--- config.mk ---
export PLATFORM = sky130hd
export DESIGN_NAME = url_percent_decoder_unit
export DESIGN_NICKNAME = d
export VERILOG_FILES = /design/src/rtl/core/upd_pkg.sv /design/src/rtl/core/upd_decode.sv /design/src/rtl/core/upd_burst.sv /design/src/rtl/core/url_percent_decoder_unit.sv
export VERILOG_INCLUDE_DIRS = /design/src /design/src/rtl/core
export SDC_FILE = /design/constraint.sdc
export NUM_CORES = 1
export LEC_CHECK = 0
export BUFFER_PORTS_ARGS = -buffer_cell sky130_fd_sc_hd__buf_2
export CORE_ASPECT_RATIO = 0.5
export CORE_MARGIN = 2
export CORE_UTILIZATION = 45
export DETAILED_ROUTE_END_ITERATION = 8
export GPL_ROUTABILITY_DRIVEN = 0
export RECOVER_POWER = 25
export SLEW_MARGIN = 20
export SYNTH_ARGS = -nofsm -noshare
export SYNTH_HDL_FRONTEND = slang
export SYNTH_HIERARCHICAL = 1
export SYNTH_SLANG_ARGS = --single-unit
--- constraint.sdc ---
create_clock -name clock -period 5 [get_ports clock]
set_input_delay 1 -clock clock [delete_from_list [all_inputs] [get_ports clock]]
set_output_delay 1 -clock clock [all_outputs]
set_load 0.05 [all_outputs]
--- src/rtl/core/url_percent_decoder_unit_macros.svh ---
// assertion macros shared by the url percent decoder rtl
`ifndef URL_PERCENT_DECODER_UNIT_MACROS_SVH
`define URL_PERCENT_DECODER_UNIT_MACROS_SVH

// concurrent check on an explicit clock and synchronous reset
`define UPD_ASSERT_CLK(label, clk, rst, prop, msg) \
   label: assert property (@(posedge clk) disable iff (rst) prop) else $error(msg);

// concurrent check on the block clock and reset
`define UPD_ASSERT(label, prop, msg) \
   `UPD_ASSERT_CLK(label, clock, reset, prop, msg)

`endif

--- src/rtl/core/upd_pkg.sv ---
// types, character codes and hex helpers for the url percent decoder
`default_nettype none

package upd_pkg;

   localparam logic [7:0] CHAR_PCT   = 8'h25;
   localparam logic [7:0] CHAR_PLUS  = 8'h2B;
   localparam logic [7:0] CHAR_SPACE = 8'h20;

   // escape tracking state
   typedef enum logic [1:0] {
      MODE_IDLE = 2'd0,
      MODE_PCT  = 2'd1,
      MODE_HEX  = 2'd2
   } mode_type;

   // up to three decoded bytes from one request, slot 0 goes out first
   typedef struct packed {
      logic [1:0]      count;
      logic [2:0][7:0] data;
      logic            last;
   } burst_type;

   typedef struct packed {
      burst_type  burst;
      mode_type   mode_next;
      logic [7:0] held_next;
   } decode_type;

   function automatic logic hex_ok(input logic [7:0] c);
      hex_ok = (c >= 8'h30 && c <= 8'h39) || (c >= 8'h41 && c <= 8'h46) ||
               (c >= 8'h61 && c <= 8'h66);
   endfunction

   function automatic logic [3:0] hex_nibble(input logic [7:0] c);
      logic [7:0] v;
      if (c >= 8'h30 && c <= 8'h39) begin
         v = c - 8'h30;
      end else if (c >= 8'h41 && c <= 8'h46) begin
         v = c - 8'h37;
      end else begin
         v = c - 8'h57;
      end
      hex_nibble = v[3:0];
   endfunction

endpackage

`default_nettype wire

--- src/rtl/core/upd_decode.sv ---
// combinational decode of one byte against the pending escape state
`default_nettype none

module upd_decode (
   input  wire logic [7:0]          byte_in,
   input  wire logic                last_in,
   input  wire upd_pkg::mode_type   mode,
   input  wire logic [7:0]          held,
   output upd_pkg::decode_type      dec
);
   import upd_pkg::*;

   logic       cur_pct;
   logic       cur_pend;
   logic [7:0] cur_val;
   logic       cur_hex;

   // plain handling of the new byte
   assign cur_pct  = (byte_in == CHAR_PCT);
   assign cur_pend = cur_pct && !last_in;
   assign cur_val  = (byte_in == CHAR_PLUS) ? CHAR_SPACE : byte_in;
   assign cur_hex  = hex_ok(byte_in);

   always_comb begin
      dec.burst.count = 2'd0;
      dec.burst.data  = '0;
      dec.burst.last  = last_in;
      dec.mode_next   = MODE_IDLE;
      dec.held_next   = held;
      case (mode)
         MODE_PCT: begin
            if (cur_hex && !last_in) begin
               dec.held_next = byte_in;
               dec.mode_next = MODE_HEX;
            end else begin
               dec.burst.data[0] = CHAR_PCT;
               dec.burst.data[1] = cur_val;
               dec.burst.count   = cur_pend ? 2'd1 : 2'd2;
               dec.mode_next     = cur_pend ? MODE_PCT : MODE_IDLE;
            end
         end
         MODE_HEX: begin
            if (cur_hex) begin
               dec.burst.data[0] = {hex_nibble(held), hex_nibble(byte_in)};
               dec.burst.count   = 2'd1;
            end else begin
               // broken escape: percent, held digit, then the new byte
               dec.burst.data[0] = CHAR_PCT;
               dec.burst.data[1] = held;
               dec.burst.data[2] = cur_val;
               dec.burst.count   = cur_pend ? 2'd2 : 2'd3;
               dec.mode_next     = cur_pend ? MODE_PCT : MODE_IDLE;
            end
         end
         default: begin
            if (cur_pend) begin
               dec.mode_next = MODE_PCT;
            end else begin
               dec.burst.data[0] = cur_val;
               dec.burst.count   = 2'd1;
            end
         end
      endcase
   end

endmodule

`default_nettype wire

--- src/rtl/core/upd_burst.sv ---
// result register that plays out a burst of up to three bytes
`default_nettype none

module upd_burst (
   input  wire logic               clock,
   input  wire logic               reset,
   input  wire logic               load,
   input  wire upd_pkg::burst_type ld,
   output logic                    free,
   output logic                    rsp_valid,
   input  wire logic               rsp_stall,
   output logic [7:0]              rsp_out_byte,
   output logic                    rsp_run_last,
   output logic                    rsp_msg_end
);
   import upd_pkg::*;

   logic [1:0]      remain_ff, remain_in;
   logic [2:0][7:0] data_ff, data_in;
   logic            last_ff, last_in;
   logic            emit;

   assign emit = (remain_ff != 2'd0) && !rsp_stall;
   assign free = (remain_ff == 2'd0) || ((remain_ff == 2'd1) && !rsp_stall);

   assign rsp_valid    = (remain_ff != 2'd0);
   assign rsp_out_byte = data_ff[0];
   assign rsp_run_last = (remain_ff == 2'd1);
   assign rsp_msg_end  = (remain_ff == 2'd1) && last_ff;

   always_comb begin
      remain_in = remain_ff;
      data_in   = data_ff;
      last_in   = last_ff;
      if (load) begin
         remain_in = ld.count;
         data_in   = ld.data;
         last_in   = ld.last;
      end else if (emit) begin
         remain_in = remain_ff - 2'd1;
         data_in   = {8'h00, data_ff[2], data_ff[1]};
      end
   end

   always_ff @(posedge clock) begin
      if (reset) begin
         remain_ff <= 2'd0;
      end else begin
         remain_ff <= remain_in;
      end
      data_ff <= data_in;
      last_ff <= last_in;
   end

endmodule

`default_nettype wire

--- src/rtl/core/url_percent_decoder_unit.sv ---
// top level of the streaming url percent decoder
//
// usage:
//  - req channel carries one encoded byte per request (req_in_byte) and a
//    flag marking the final byte of a message (req_in_last)
//  - rsp channel carries one decoded byte per response; rsp_run_last marks
//    the last byte caused by a request, rsp_msg_end the last byte of a message
//  - a request is taken when valid is high and stall is low, on both sides
//  - path: a taken request goes into the input register, is decoded
//    combinationally and moves on into the result register once it is free
//  - throughput: one request per cycle while each produces at most one byte
//    and rsp_stall is low; a request producing more holds the result register
//    until all are out (up to three on broken escape or end-of-message flush)
//  - a percent sign and one hex digit produce nothing until the next byte
//    decides them; the final byte of a message always flushes them
//  - when the receiver stalls, the result register holds its byte and the
//    input register fills, then req_stall rises
//  - synchronous reset empties both registers and clears the pending escape
`default_nettype none

`include "url_percent_decoder_unit_macros.svh"

module url_percent_decoder_unit (
   input  wire logic       clock,
   input  wire logic       reset,
   input  wire logic       req_valid,
   output logic            req_stall,
   input  wire logic [7:0] req_in_byte,
   input  wire logic       req_in_last,
   output logic            rsp_valid,
   input  wire logic       rsp_stall,
   output logic [7:0]      rsp_out_byte,
   output logic            rsp_run_last,
   output logic            rsp_msg_end
);
   import upd_pkg::*;

   // input register
   logic       in_valid_ff, in_valid_in;
   logic [7:0] in_byte_ff;
   logic       in_last_ff;

   // pending escape state
   mode_type   mode_ff, mode_in;
   logic [7:0] held_ff, held_in;

   decode_type dec;
   logic       accept;
   logic       consume;
   logic       burst_free;
   logic       burst_load;

   upd_decode u_decode (
      .byte_in (in_byte_ff),
      .last_in (in_last_ff),
      .mode    (mode_ff),
      .held    (held_ff),
      .dec     (dec)
   );

   // a request that yields no byte retires without touching the result side
   assign consume    = in_valid_ff && ((dec.burst.count == 2'd0) || burst_free);
   assign burst_load = consume && (dec.burst.count != 2'd0);
   assign req_stall  = in_valid_ff && !consume;
   assign accept     = req_valid && !req_stall;

   always_comb begin
      in_valid_in = in_valid_ff;
      if (accept) begin
         in_valid_in = 1'b1;
      end else if (consume) begin
         in_valid_in = 1'b0;
      end
      mode_in = mode_ff;
      held_in = held_ff;
      if (consume) begin
         mode_in = dec.mode_next;
         held_in = dec.held_next;
      end
   end

   always_ff @(posedge clock) begin
      if (reset) begin
         in_valid_ff <= 1'b0;
         mode_ff     <= MODE_IDLE;
         held_ff     <= 8'h00;
      end else begin
         in_valid_ff <= in_valid_in;
         mode_ff     <= mode_in;
         held_ff     <= held_in;
      end
      if (accept) begin
         in_byte_ff <= req_in_byte;
         in_last_ff <= req_in_last;
      end
   end

   upd_burst u_burst (
      .clock        (clock),
      .reset        (reset),
      .load         (burst_load),
      .ld           (dec.burst),
      .free         (burst_free),
      .rsp_valid    (rsp_valid),
      .rsp_stall    (rsp_stall),
      .rsp_out_byte (rsp_out_byte),
      .rsp_run_last (rsp_run_last),
      .rsp_msg_end  (rsp_msg_end)
   );

   // end of message leaves nothing pending
   `UPD_ASSERT(a_last_clears_mode, consume && in_last_ff |=> mode_ff == MODE_IDLE, "escape left pending after message end")
   // a held digit is always a hex digit
   `UPD_ASSERT(a_held_is_hex, mode_ff == MODE_HEX |-> hex_ok(held_ff), "held byte is not a hex digit")
   // message end only on the final byte of a request
   `UPD_ASSERT(a_end_on_run_last, rsp_valid && rsp_msg_end |-> rsp_run_last, "message end inside a run")

endmodule

`default_nettype wire

### Word level (Yosys, flattened, before mapping)

Cells that the tools add are included.

| cells by class | value |
|---|---|
| $add $sub $neg | 7 |
| order comparisons | 10 |
| eq/ne operators | 5 |
| mux-type cells | 28 |
| reductions and logical operators | 29 |

Operators with widths:

| cell | count |
|---|---|
| $mux 24 | 2 |
| $mux 16 | 2 |
| $mux 8 | 4 |
| $pmux 8 s2 | 2 |
| $ge 8x7->1 const B | 3 |
| $le 8x7->1 const B | 3 |
| $eq 8x6->1 const B | 2 |
| $ge 8x6->1 const B | 2 |
| $le 8x6->1 const B | 2 |
| $mux 4 | 4 |
| $sub 4x3->4 const B | 4 |
| $logic_and 1x1->1 | 14 |
| $mux 2 | 7 |
| $pmux 2 s2 | 2 |
| $reduce_bool 2->1 | 4 |
| $sub 4x1->4 const B | 2 |
| $mux 1 | 5 |
| $eq 2x1->1 const B | 2 |
| $logic_not 1->1 | 4 |
| $logic_not 2->1 | 2 |
| $logic_or 1x1->1 | 4 |
| $reduce_and 3->1 | 1 |
| $eq 2x2->1 const B | 1 |
| $sub 2x1->2 const B | 1 |

| word-level totals | value |
|---|---|
| bits in registers | 47 |
| input bits | 13 |
| output and inout port bits | 12 |
| logic and storage cells | 89 |

### Logic depth before layout (Yosys ltp)

Gate-level depths: netlist of the first run.

| depth | value |
|---|---|
| word-level depth | 15 |
| gate-level depth with buffers | 15 |
| depth with buffers taken out | 13 |

### Cells and area by module

The synthesis of the first run kept the hierarchy.

Modules (own cells, without submodules):

| module | times used | cells an instance | area each (sq um) |
|---|---|---|---|
| upd_burst | 1 | 80 | 1211.2 |
| upd_decode | 1 | 138 | 905.9 |
| url_percent_decoder_unit | 1 | 59 | 778.2 |

### Worst setup path after synthesis of the first run

OpenSTA, ideal clock, no wires.

| timing | value |
|---|---|
| kind | register to output |
| start | register in_byte_ff[0] |
| end | output req_stall |
| data arrival time | 3.187 ns |
| required time | 4.000 ns |
| path slack | 0.813 ns |
| cell stages (with the launch flop) | 10 |
| cells stage by stage | edfxtp_1 -> inv_1 -> ha_1 -> nor3b_1 -> nor4_4 -> a31oi_1 -> nor2b_1 -> a21o_1 -> nor2_2 -> nor3b_1 |

RTL lines:

| item | RTL line | text |
|---|---|---|
| start: declaration | url_percent_decoder_unit.sv:40 | `logic [7:0] in_byte_ff;` |
| start signal: assignment | url_percent_decoder_unit.sv:93 | `in_byte_ff <= req_in_byte;` |
| end: declaration | url_percent_decoder_unit.sv:27 | `output logic req_stall,` |

==> qor.yml, run 1 <==
outcome:
  status: "finished, final reports clean"
worst_hold_path:
  worstHoldPathCells: 2
  hp-start: "mode_ff[0]"
  min_to: "mode_ff[0]"
  hold_class: "flip-flop to flip-flop"
drt:
  drt_iter0_markers: 265
  vias: 2096
  route.detailed.drc: 0
  wl_um: 6100
  postRouteAntennaNets: 0
  drtPass1Iterations: 6
  wl_per_cell_um: 16.1
  viasPerCell: 5.53
sta:
  rsz0062_at_grt: "no"
  hold_viol_final: 0
  finalCritPeriodShare: 0.831
  maxSlewViolCount: 0
  skew_ps: 2.96
  holdWs_ps: 515
  setup_tns_ps: 0
  setup_viol: 0
  worst_pin_slew_ps: 775
  period_minus_slack_ps: 4160
  slew_headroom: 0.482
  max_clock_freq_mhz: 241
clocking:
  cts_tree: "built"
  clk_path_buf_depth: 2
  worst_skew_pair.late_latency_ps: 290
  cts_made_buffers: 5
  htreeDepth: 2
  cts_sinks: 47
  post-cts-setup-buffers: 0
  cts_resized: 0
  clk_pin_slew_ps: 60
  cts_root_buf: "clkbuf_16"
  hold_buffers: 0
placed_design:
  place_hpwl_um: 4450
  dpl_cell_area_um2: 3010
  place_inst: 371
  port_buffers: 24
critical_path:
  worstSetupPathType: "flip-flop to primary output"
  crit-reg2reg-launch: "in_byte_ff[0]"
  required_ps: 4000
  r2r_setup_slack_ps: 880
  crit_path_start_kind: "flip-flop"
  rr_worst_depth: 14
  cp_max_fo: 7
  r2r-end: "u_burst/rsp_out_byte[3]"
  end_kind: "primary output"
  crit_arrival_ps: 3160
die:
  coreArea_um2: 6130
  io_pins: 25
  die_h_um: 60.7
  rows: 20
  start_util: 0.472
  die_w_um: 117
  dieArea_um2: 7130
global_route:
  grt_pass1_vias: 1901
  grt_pass1_wl_um: 9730
  grt-ovfl-total: 0
  grt_antenna_before_repair: 0
  grt.total_usage: 0.184
  grt_max_degree: 29
synth:
  synth-seq-cells: 47
  synth-main-ff-cell: "edfxtp_1"
  avgSynthCellArea_um2: 10.5
  syn-num-nets: 302
  synth-async-reset-ratio: 0
  synth.distinct_cells: 48
  seq_area_frac_synth: 0.443
  synth_area_um2: 2900
  postSynthCellCount: 277
  synth_warnings: 6
  synth-edff-count: 34
final_layout:
  register_area_um2: 1280
  antennaDiodeCount: 0
  nets: 315
  layout-drive-gt1-share: 0.172
  stdcell_count: 379
  syn2layout_area_growth_pct: 8.47
  multi_input_area_um2: 1430
  fillers: 565
  design_area_um2: 3140
power_and_ir_drop:
  max-vdd-ir-drop_uv: 145
  power_density_nw_per_um2: 317
  leakage_nw: 1.17
  total_power_mw: 0.997
job:
  maxCapViolations: 0
[synth_stat cells, types with 2 or more instances]
master    instances  area, µm²
a22o_1            5       43.8
inv_1            14       52.6
edfxtp_1         34       1020
xnor2_1           2       17.5
a21o_1            3       22.5
o211ai_1          3       22.5
nor2_1           10       37.5
nand3_1           8       40.0
clkbuf_1          6       22.5
a21oi_1           5       25.0
mux2i_1          10        100
and3_1            5       31.3
buf_4             9       67.6
dfxtp_1          13        260
buf_2             2       10.0
mux2_4            3       45.0
nand2b_1         21        131
buf_6             3       33.8
o21ai_0          21        105
ha_1             12        150
nand2_1          23       86.3
and2_1           11       68.8
a311o_1           2       20.0
a31oi_1           3       18.8
nor3b_1           3       22.5
nor2b_1           5       31.3
mux2_2           16        180
o21ai_1           4       20.0
o21bai_1          2       15.0
[metrics by stage]
stage / setup WS, ps / util
2_1_floorplan: 813 / -
3_3_place_gp: 1080 / 0.491
3_5_place_dp: 880 / 0.491
4_1_cts: 835 / 0.515
5_1_grt: 468 / 0.512
6_report: 845 / 0.512
[power breakdown]
group          switching, mW  internal [mW]
registers             0.0201          0.469
logic                  0.123         0.0569
clock network          0.143          0.185
total                  0.286          0.711
[cells in the final DEF, fill, tap and decap left out, drive strengths merged, types with 2 or more instances in the layout]
| cell type | count |
|---|---|
| o21ai | 25 |
| o211ai | 3 |
| a31oi | 3 |
| a21o | 3 |
| clkbuf | 16 |
| mux2 | 19 |
| nor2b | 5 |
| edfxtp | 34 |
| nand2 | 23 |
| ha | 12 |
| buf | 15 |
| and3 | 5 |
| o21bai | 2 |
| xnor2 | 2 |
| inv | 15 |
| mux2i | 10 |
| nand2b | 21 |
| a311o | 2 |
| clkinv | 2 |
| nor3b | 3 |
| a22o | 5 |
| dfxtp | 13 |
| nand3 | 8 |
| nor2 | 11 |
| a21oi | 7 |
| nand4bb | 2 |
| and2 | 11 |
[layout make-up]
| type | count | area share |
|---|---|---|
| inverter | 14 | 0.0167 |
| sequential | 47 | 0.408 |
| tap | 88 | 0.0351 |
| clock inverter | 3 | 0.00598 |
| clock buffer | 5 | 0.0398 |
| timing repair buffer | 26 | 0.0386 |
| multi-input combinational | 196 | 0.456 |
[worst max-delay path by stage]
stage | startpoint | end | depth (start not counted)
2_1_floorplan | in_byte_ff[0] | req_stall | 9
5_1_grt | in_byte_ff[0] | u_burst/rsp_out_byte[4] | 14
3_5_place_dp | in_byte_ff[0] | u_burst/rsp_out_byte[4] | 14
3_3_place_gp | in_byte_ff[0] | u_burst/rsp_out_byte[4] | 14
6_report | in_byte_ff[0] | req_stall | 10
4_1_cts | in_byte_ff[0] | req_stall | 10
[metal layers]
layer,up-vias,part of all wire,track usage
met4,0,0.012,0.0620
met1,995,0.49,0.246
met3,12,0.088,0.0592
li1,1009,-,-
met2,80,0.41,0.288
met5,-,0,0
[worst max-delay path, cell delays in order, from the launching register on]
cell	delay [ps]
edfxtp_1	490
inv_1	180
ha_1	210
nor3b_1	340
nor4_4	90
a31oi_1	340
nor2b_1	300
a21o_1	190
nor2_1	80
nor3b_1	320
buf_2	330
[logic make-up (layout without fill, tap and decap cells)]
| family | after synthesis | after routing | share of synthesized area |
|---|---|---|---|
| AND/OR/NAND/NOR | 95 | 95 | 0.188 |
| adder cells (fa/ha/maj) | 12 | 12 | 0.0519 |
| AO/OA/AOI/OAI | 58 | 58 | 0.135 |
| flip-flops | 47 | 47 | 0.443 |
| XOR/XNOR | 2 | 2 | 0.00605 |
| multiplexers | 29 | 29 | 0.112 |
| buffers and inverters | 34 | 48 | 0.0644 |
[state kept, by name, summed over array words and instances (netlist names)]
| signal | flops |
|---|---|
| in_byte_ff | 8 |
| u_burst/last_ff | 1 |
| in_valid_ff | 1 |
| u_burst/data_ff | 16 |
| u_burst/remain_ff | 2 |
| in_last_ff | 1 |
| mode_ff | 2 |
| held_ff | 8 |
| u_burst/rsp_out_byte | 8 |
(Power assumes the default switching activity.)
==> inputs of run 2 (changes only) <==
- ABC_AREA: default -> 1
- clock period: 5 -> 4.19 ns (I/O delays scaled with it)
==> run 2 against run 1 <==
- hold slack worse by 5.9 ps
- global-route usage is 0.11 points lower
- sequential power grew 64%
- synthesized cell count increased by 45%
- critical path type unchanged
- power is 110% higher
- core utilization is 1.4 points lower
- largest power group is now combinational logic
- first-iteration DRC count is 20% lower
- count of clock-buffer cells in the layout did not move
- clock power rose by 19%
==> qor.yml, run 2 <==
sta:
  period_minus_slack_ps: 3560
  holdWs_ps: 510
  rsz0062_at_grt: "no"
  setup_viol: 0
  setup_tns_ps: 0
  hold_viol_final: 0
  slew_headroom: 0.476
  maxSlewViolCount: 0
  max_clock_freq_mhz: 281
  skew_ps: 6.47
  worst_pin_slew_ps: 786
  finalCritPeriodShare: 0.849
final_layout:
  design_area_um2: 3340
  regMostFlops: "u_burst/data_ff"
  nets: 441
  largest_register_ffs: 16
  multi_input_area_um2: 1430
  stdcell_count: 509
  most-common-layout-cells: "nand2_1 (123), inv_1 (54), nand3_1 (38)"
  layout-drive-gt1-share: 0.151
  fillers: 656
  syn2layout_area_growth_pct: 6.76
  register_area_um2: 1280
  layout.cells.most_common: "nand2_1"
  antennaDiodeCount: 0
clocking:
  cts_root_buf: "clkbuf_16"
  hold_buffers: 0
  clk_path_buf_depth: 2
  cts_tree: "built"
  clk_pin_slew_ps: 60
  worst_skew_pair.late_latency_ps: 290
  cts_resized: 0
  cts_made_buffers: 5
  post-cts-setup-buffers: 0
  cts_sinks: 47
  htreeDepth: 2
placed_design:
  place_inst: 501
  place_hpwl_um: 4950
  dpl_cell_area_um2: 3210
  port_buffers: 24
drt:
  viasPerCell: 4.81
  route.detailed.drc: 0
  wl_per_cell_um: 12.5
  drtPass1Iterations: 5
  postRouteAntennaNets: 0
  vias: 2448
  wl_um: 6350
  drt_iter0_markers: 213
synth:
  yosys.area_share.simple: 0.330
  synth-async-reset-ratio: 0
  synth_top_family_by_area: "simple AND/OR/NAND/NOR gates"
  avgSynthCellArea_um2: 7.78
  synth_area_leaders: "edfxtp_1 (33%), nand2_1 (15%), dfxtp_1 (8.3%)"
  synth-xor-area-share: 0.00840
  yosysMostFrequentCell: "nand2_1"
  synth_top_area_share: 0.327
  synth-edff-count: 34
  synth_warnings: 6
  synth_area_um2: 3130
  syn-num-nets: 427
  synth_mux_area_frac: 0
  seq_area_frac_synth: 0.410
  postSynthCellCount: 402
  synth-seq-cells: 47
  synth-main-ff-cell: "edfxtp_1"
  synth_compound_area_frac: 0.0704
  synth_top_area_cell: "edfxtp_1"
  yosys.area_share.adder: 0.0480
  synth.distinct_cells: 38
  synth_common_cells: "nand2_1 (123), inv_1 (54), nand3_1 (38)"
die:
  rows: 21
  coreArea_um2: 6700
  die_h_um: 62.9
  io_pins: 25
  dieArea_um2: 7670
  start_util: 0.467
  die_w_um: 122
critical_path:
  crit_path_start_kind: "flip-flop"
  required_ps: 3350
  end_kind: "primary output"
  crit_arrival_ps: 2720
  worstSetupPathType: "flip-flop to primary output"
  cp_max_fo: 7
power_and_ir_drop:
  switching_power_mw: 0.904
  leakage_nw: 1.57
  p_int_mw: 1.16
  max-vdd-ir-drop_uv: 222
  swShare: 0.438
  power_density_nw_per_um2: 618
  p_clk_frac: 0.189
  p_seq_frac: 0.388
  power.share.combinational: 0.423
global_route:
  grt_antenna_before_repair: 0
  grt_max_degree: 25
  grt_pass1_wl_um: 10800
  grt_pass1_vias: 2188
  grt.total_usage: 0.183
  grt-ovfl-total: 0
worst_hold_path:
  hold_class: "flip-flop to flip-flop"
job:
  maxCapViolations: 0
outcome:
  status: "finished, final reports clean"
-- run 2: changes by cell type after synthesis, moves of 6 or more --
cell,previous run,this run
nand2_2,0,8
o21ai_0,21,6
nand2b_1,21,0
nand3_1,8,38
clkbuf_1,6,0
inv_1,14,54
and2_1,11,0
mux2_2,16,0
mux2i_1,10,0
o21ai_2,0,9
nand2_1,23,123
nor2_1,10,33
-- run 2: cell type report --
| class | count | area share |
|---|---|---|
| tap | 92 | 0.0345 |
| timing repair buffer | 27 | 0.0386 |
| multi-input combinational | 272 | 0.428 |
| clock inverter | 3 | 0.00600 |
| inverter | 63 | 0.0720 |
| clock buffer | 5 | 0.0375 |
| sequential | 47 | 0.384 |
-- run 2: power groups by stage --
stage | combinational [mW] | clock [mW] | sequential (mW)
detailed placement | 0.889 | 0 | 0.808
floorplan | 0.824 | 0 | 0.779
CTS | 0.891 | 0.399 | 0.798
global placement | 0.871 | 0 | 0.803
finish | 0.873 | 0.391 | 0.800
global route | 0.983 | 0.424 | 0.818
-- run 2: through the flow --
stage / util / power, mW / worst slack, ps
after floorplan: - / 1.60 / 1170
after global placement: 0.479 / 1.67 / 1030
after detailed placement: 0.479 / 1.70 / 950
after CTS: 0.500 / 2.09 / 648
after global routing: 0.498 / 2.22 / 386
final: 0.498 / 2.06 / 633
-- run 2: critical path, cell delays in order, from the launching register on --
cell	delay, ps
edfxtp_1	480
inv_1	210
ha_1	250
nor2_1	60
nand2_1	100
nand2_1	90
nor2_4	140
nor2_8	50
nand2_8	80
clkinv_2	120
nand2_2	120
nand2_1	120
or2_0	250
nand3_1	110
inv_1	50
buf_2	200
-- run 2: worst paths after layout --
check | from | to | slack [ps] | cells after the start
hold / removal | u_burst/data_ff[10] | u_burst/rsp_out_byte[2] | 510 | 2
hold reg to reg | u_burst/data_ff[10] | u_burst/rsp_out_byte[2] | 510 | 2
setup / recovery | in_byte_ff[1] | req_stall | 630 | 15
setup reg to reg | in_byte_ff[1] | u_burst/remain_ff[0] | 930 | 18
-- run 2: layer usage --
metal,wire [µm],track usage
met1,3400,0.277
met2,2450,0.247
met5,0,0
met3,395,0.0529
met4,97,0.0532
-- run 2: kinds of logic after synthesis --
group / after synthesis
compound gates: 35
fa+ha+maj: 12
simple gates: 222
buf+inv: 83
flops: 47
xor+xnor: 3
